[src/hw/rtl/lqle_pkg.sv]
// Shared types, constants and preset weights for the linear Q-learning engine.
`default_nettype none
package lqle_pkg;

    localparam int DEF_BEHAVIORS = 5;
    localparam int NFEAT         = 6;
    localparam int FW            = 17;
    localparam int WW            = 32;
    localparam int QW            = 48;
    localparam int CBW           = 3;
    localparam int PRESET_ROWS   = 5;

    localparam logic [15:0] LR_RESET   = 16'd66;
    localparam logic [15:0] DISC_RESET = 16'd64881;

    typedef enum logic [1:0] {
        OP_GREEDY = 2'd0,
        OP_FORCED = 2'd1,
        OP_UPDATE = 2'd2,
        OP_HOLD   = 2'd3
    } op_t;

    typedef enum logic {
        REG_LEARNING_RATE = 1'b0,
        REG_DISCOUNT      = 1'b1
    } reg_idx_t;

    typedef struct packed {
        logic [CBW-1:0]       chosen;
        logic signed [QW-1:0] q;
        logic signed [QW-1:0] td;
    } result_t;

    localparam logic signed [WW-1:0] PRESET [PRESET_ROWS][NFEAT] = '{
        '{ 32'sd105588457, 32'sd108435341, 32'sd19814207, 32'sd54562233,
          -32'sd79135297, 32'sd5612115 },
        '{ 32'sd313149882, 32'sd124515254, 32'sd2923409, 32'sd132320854,
          -32'sd191534989, 32'sd50547340 },
        '{ 32'sd211314278, 32'sd131871015, 32'sd114004328, 32'sd46469847,
          -32'sd55352544, 32'sd5665309 },
        '{ 32'sd103033078, 32'sd101020756, 32'sd23925359, 32'sd58852586,
          -32'sd94989556, 32'sd10351395 },
        '{ 32'sd78916459, 32'sd93569889, 32'sd10937067, 32'sd69560225,
          -32'sd193213759, 32'sd19411344 }
    };

    function automatic logic signed [WW-1:0] preset_weight(input int b, input int k);
        logic signed [WW-1:0] w;
        w = '0;
        if (b < PRESET_ROWS && k < NFEAT)
        begin
            w = PRESET[b][k];
        end
        return w;
    endfunction

endpackage
`default_nettype wire

[src/hw/rtl/lqle_wmem.sv]
// Weight memory: synchronous read, one write port, valid bits over the preset table.
`default_nettype none
module lqle_wmem
    import lqle_pkg::*;
#(
    parameter int BEHAVIORS = DEF_BEHAVIORS
)(
    input  wire logic                          clk,
    input  wire logic                          rst_n,
    input  wire logic [$clog2(BEHAVIORS)-1:0]  rd_b,
    input  wire logic [2:0]                    rd_k,
    output logic signed [WW-1:0]               rd_w,
    input  wire logic                          wr_en,
    input  wire logic [$clog2(BEHAVIORS)-1:0]  wr_b,
    input  wire logic [2:0]                    wr_k,
    input  wire logic signed [WW-1:0]          wr_data
);
    localparam int DEPTH = BEHAVIORS * NFEAT;
    localparam int AW    = $clog2(DEPTH);

    logic signed [WW-1:0] mem [DEPTH];
    logic [DEPTH-1:0]     vld_reg;
    logic signed [WW-1:0] rd_data_reg;
    logic signed [WW-1:0] rd_preset_reg;
    logic                 rd_vld_reg;
    logic [AW-1:0]        rd_addr;
    logic [AW-1:0]        wr_addr;

    assign rd_addr = AW'(int'(rd_b) * NFEAT + int'(rd_k));
    assign wr_addr = AW'(int'(wr_b) * NFEAT + int'(wr_k));

    always_ff @(posedge clk)
    begin
        if (wr_en)
        begin
            mem[wr_addr] <= wr_data;
        end
        rd_data_reg   <= mem[rd_addr];
        rd_preset_reg <= preset_weight(int'(rd_b), int'(rd_k));
    end

    always_ff @(posedge clk or negedge rst_n)
    begin
        if (!rst_n)
        begin
            vld_reg    <= '0;
            rd_vld_reg <= 1'b0;
        end
        else
        begin
            if (wr_en)
            begin
                vld_reg[wr_addr] <= 1'b1;
            end
            rd_vld_reg <= vld_reg[rd_addr];
        end
    end

    assign rd_w = rd_vld_reg ? rd_data_reg : rd_preset_reg;

endmodule
`default_nettype wire

[config.mk]
export PLATFORM = sky130hd
export DESIGN_NAME = lqle_wmem
export DESIGN_NICKNAME = d
export VERILOG_FILES = /design/src/hw/rtl/lqle_pkg.sv /design/src/hw/rtl/lqle_wmem.sv
export SDC_FILE = /design/constraint.sdc
export NUM_CORES = 1
export LEC_CHECK = 0
export BUFFER_PORTS_ARGS = -buffer_cell sky130_fd_sc_hd__clkbuf_2
export CORE_MARGIN = 4
export CORE_UTILIZATION = 30
export CTS_CLUSTER_DIAMETER = 30
export DETAILED_ROUTE_END_ITERATION = 8
export GPL_TIMING_DRIVEN = 0
export SLEW_MARGIN = 10
export SYNTH_ARGS = -nofsm -noshare
export SYNTH_HDL_FRONTEND = slang
export SYNTH_SLANG_ARGS = --single-unit
[constraint.sdc]
create_clock -name clk -period 1.7 [get_ports clk]
set_input_delay 0.17 -clock clk [delete_from_list [all_inputs] [get_ports clk]]
set_output_delay 0.17 -clock clk [all_outputs]
set_load 0.02 [all_outputs]
==> flow_summary_export.csv <==
group,metric,value,unit
drt,drc,0,
yosys,synth_edf_count,960,
clock_tree,tritoncts,"yes",
drt,ant_nets,0,
setup_path,critPathArrivalTime,1.98,ns
drt,finalWirelength,134,mm
finish,nNetsFinal,2765,
pwr,ir_drop,989,µV
yosys,syn_avg_cell_area,19.5,µm²
sta,fin_crit,2.15,ns
place,dpl-instance-area,45500,µm²
yosys,synth_warnings,0,
yosys,yosysTopAreaCellShare,69.6,%
setup_path,cp_cell_sequence,"buf_12, clkbuf_16, mux2_2, clkbuf_2",
run,drv_cap,0,
worst_hold_path,hold_start,"rd_b[0]",
sta,slew_viol_final,0,
drt,viasPerCell,5.24,
setup_path,critPathLaunchType,"register",
clock_tree,cts.sinks,1053,
sta,fin_crit_sh,127,%
floorplan,die_area,144000,µm²
setup_path,cp_slowest_cell,"dfrtp_2",
setup_path,critical_path_buf_inv_count,3,
finish,seq_area,30800,µm²
setup_path,r2r-end,"rd_data_reg[15]",
setup_path,cp-end-kind,"output pin",
drt,wl_per_cell,28.7,µm
clock_tree,clk_pin_slew,0.05,ns
floorplan,rows,136,
setup_path,critical-path-top-delay-family,"buffers and inverters",
grt,grt_start_max_net_pins,32,
grt,antenna_found_initial,13,
setup_path,startpoint,"rd_vld_reg",
grt,grt_pass1_wl,176,mm
sta,whs,0.0245,ns
clock_tree,clk_latency,0.76,ns
clock_tree,clk_path_buf_depth,3,
grt,grt_pass1_vias,24300,
pwr,p_leak,0.0197,µW
sta,hold_viol_final,0,
sta,slew_headroom,26.2,%
yosys,syn_area,41400,µm²
place,routabilityCongestion,0.925,
yosys,ys_ff_latch,1053,
yosys,synth_cell_types,55,
yosys,yosysSeqAreaShare,74.5,%
setup_path,slowest_delay,0.38,ns
finish,layout-drive-gt1-share,45.2,%
yosys,syn_nets,2186,
yosys,synth_top_cells_by_area,"edfxtp_1 (70%), mux4_2 (12%), dfxtp_1 (3.0%)",
finish,largest_reg_flops,960,
clock_tree,clockRootBuffer,"clkbuf_16",
drt,firstDrtPassIters,5,
floorplan,die_h,379,µm
finish,final_area,58400,µm²
yosys,synth_common_cells,"edfxtp_1 (960), mux4_2 (223), nand2_1 (123), mux2i_1 (81), mux2_2 (77)",
yosys,synth_cells,2122,
grt,grt_use_total,17.0,%
status,status,"finished, violations left",
place,dp_cells,4029,
status,violations,"setup timing",
floorplan,coreArea,137000,µm²
worst_hold_path,hold_depth,5,
setup_path,cp.required,1.53,ns
place,hpwl,70.9,mm
finish,final_cells,4652,
setup_path,r2r_slack,0,ns
finish,finalCoreUtilization,42.5,%
sta,clock.fmax,0.465,GHz
setup_path,reg2regPathDepth,4,
worst_hold_path,min_to,"rd_preset_reg[21]",
setup_path,r2r-start,"mem[11][15]",
place,io_buffers,77,
sta,finalClockSkew,0.0373,ns
finish,multi_input_area,11700,µm²
floorplan,pin_count,79,
finish,syn2layout_area_growth,41.0,%
clock_tree,htree_levels,4,
yosys,synth.most_common_cell,"edfxtp_1",
sta,setup_ws,-0.452,ns
sta,rsz0062_at_grt,"true",
drt,vias,24400,
worst_hold_path,hp-class,"in -> reg",
sta,worstMarginPinSlew,1.11,ns
grt,grt-ovfl-total,0,
drt,drt_first_iter_violations,2829,
floorplan,start_util,30.1,%
finish,nFillCells,11400,
yosys,synth_top_area_cell,"edfxtp_1",
floorplan,fp.dieW,379,µm
yosys,ys.flop_type,"edfxtp_1",
yosys,postSynth.asyncResetShare,2.94,%
sta,setup_violations,654,
setup_path,critical_path_class,"reg -> out",
clock_tree,numCtsBuffers,176,
pwr,p_per_area,1400,nW/µm²
setup_path,crit_fanout,8,
## logic make-up after synthesis
| kind of cell | Yosys count | share of synthesized area [%] |
|---|---|---|
| flops | 1053 | 74.5 |
| mux | 381 | 16.2 |
| compound gates | 264 | 4.18 |
| simple gates | 250 | 2.51 |
| buf+inv | 147 | 1.74 |
| fa+ha+maj | 17 | 0.586 |
| xor+xnor | 10 | 0.275 |
## per-layer routing
metal / global-route usage (%) / vias to the layer above / routed length [µm]
li1: - / 9934 / -
met1: 22.0 / 12800 / 50500
met2: 28.7 / 1309 / 66200
met3: 3.12 / 290 / 10600
met4: 6.33 / 8 / 6400
met5: 0 / - / 48
## worst min-delay path: stages
cell and delay [ns]:
buf_12 0.12, a21oi_1 0.13, o22ai_1 0.09, nand2_1 0.06, a21oi_1 0.11
## how the worst max path moves through the flow
stage / end / slack (ns) / cells past startpoint
floorplan: rd_vld_reg / -0.89 / 9
global placement: rd_data_reg[24] / -2.21 / 10
detailed placement: rd_data_reg[28] / -2.22 / 12
CTS: rd_w[3] / -0.48 / 4
global route: rd_w[6] / -0.49 / 4
finish: rd_w[3] / -0.45 / 4
## cell type report
| cell class | instances | share of cell area [%] |
|---|---|---|
| flip-flops and latches | 1053 | 52.8 |
| plain buffers | 123 | 1.86 |
| well taps | 1794 | 3.84 |
| inverters | 17 | 0.141 |
| clock inverters | 124 | 2.58 |
| multi-input cells | 924 | 20.0 |
| clock buffers | 205 | 7.94 |
| repair buffers | 406 | 10.8 |
| diodes | 6 | 0.0257 |
## placed cells by master, fill, tap and decap left out, drive strengths merged, types with 3 or more instances in the layout
cell type	synthesis	final
xnor2	5	5
bufinv	0	22
nor2	78	80
nand2b	8	8
a2111oi	3	3
a211oi	16	16
buf	79	392
a21oi	49	49
nand3	19	19
dfxtp	62	62
o22ai	34	34
nand3b	5	5
clkinvlp	0	28
dfrtp	31	31
diode	0	6
xor2	5	5
clkinv	2	58
o221ai	5	5
a21o	3	3
mux2i	81	81
fa	4	4
ha	13	13
inv	15	33
mux4	223	223
nor3	10	10
a311oi	3	3
dlygate4sd3	0	6
clkbuf	51	336
o21bai	30	30
a31oi	6	6
nand2	123	123
a221oi	35	35
edfxtp	960	960
mux2	77	77
o21a	3	3
o21ai	62	62
## stage by stage
step	total power [µW]	TNS, ns	worst slack, ns
6_report	81600	-81.20	-0.452
3_3_place_gp	40100	-1632.34	-2.21
2_1_floorplan	36500	-740.19	-0.889
5_1_grt	83900	-96.27	-0.487
3_5_place_dp	40300	-1216.51	-2.22
4_1_cts	80100	-67.56	-0.476
## what timing repair did
| item | in CTS | in global routing |
|---|---|---|
| endpoints found under the setup margin | 1014 | 957 |
| cloned | 36 | 36 |
| endpoints found under the hold margin | 46 | 0 |
| resized for setup | 385 | 241 |
| setup buffers | 180 | 55 |
| hold buffers | 6 | 0 |
| pin swaps | 63 | 69 |
## power breakdown
part | leakage, µW | switching [µW] | internal, µW
sequential | 0.00952 | 683 | 29900
combinational | 0.00727 | 7690 | 7140
clock | 0.00293 | 13000 | 23200
total | 0.0197 | 21400 | 60200
No activity file was read; power rests on OpenSTA's default activity.
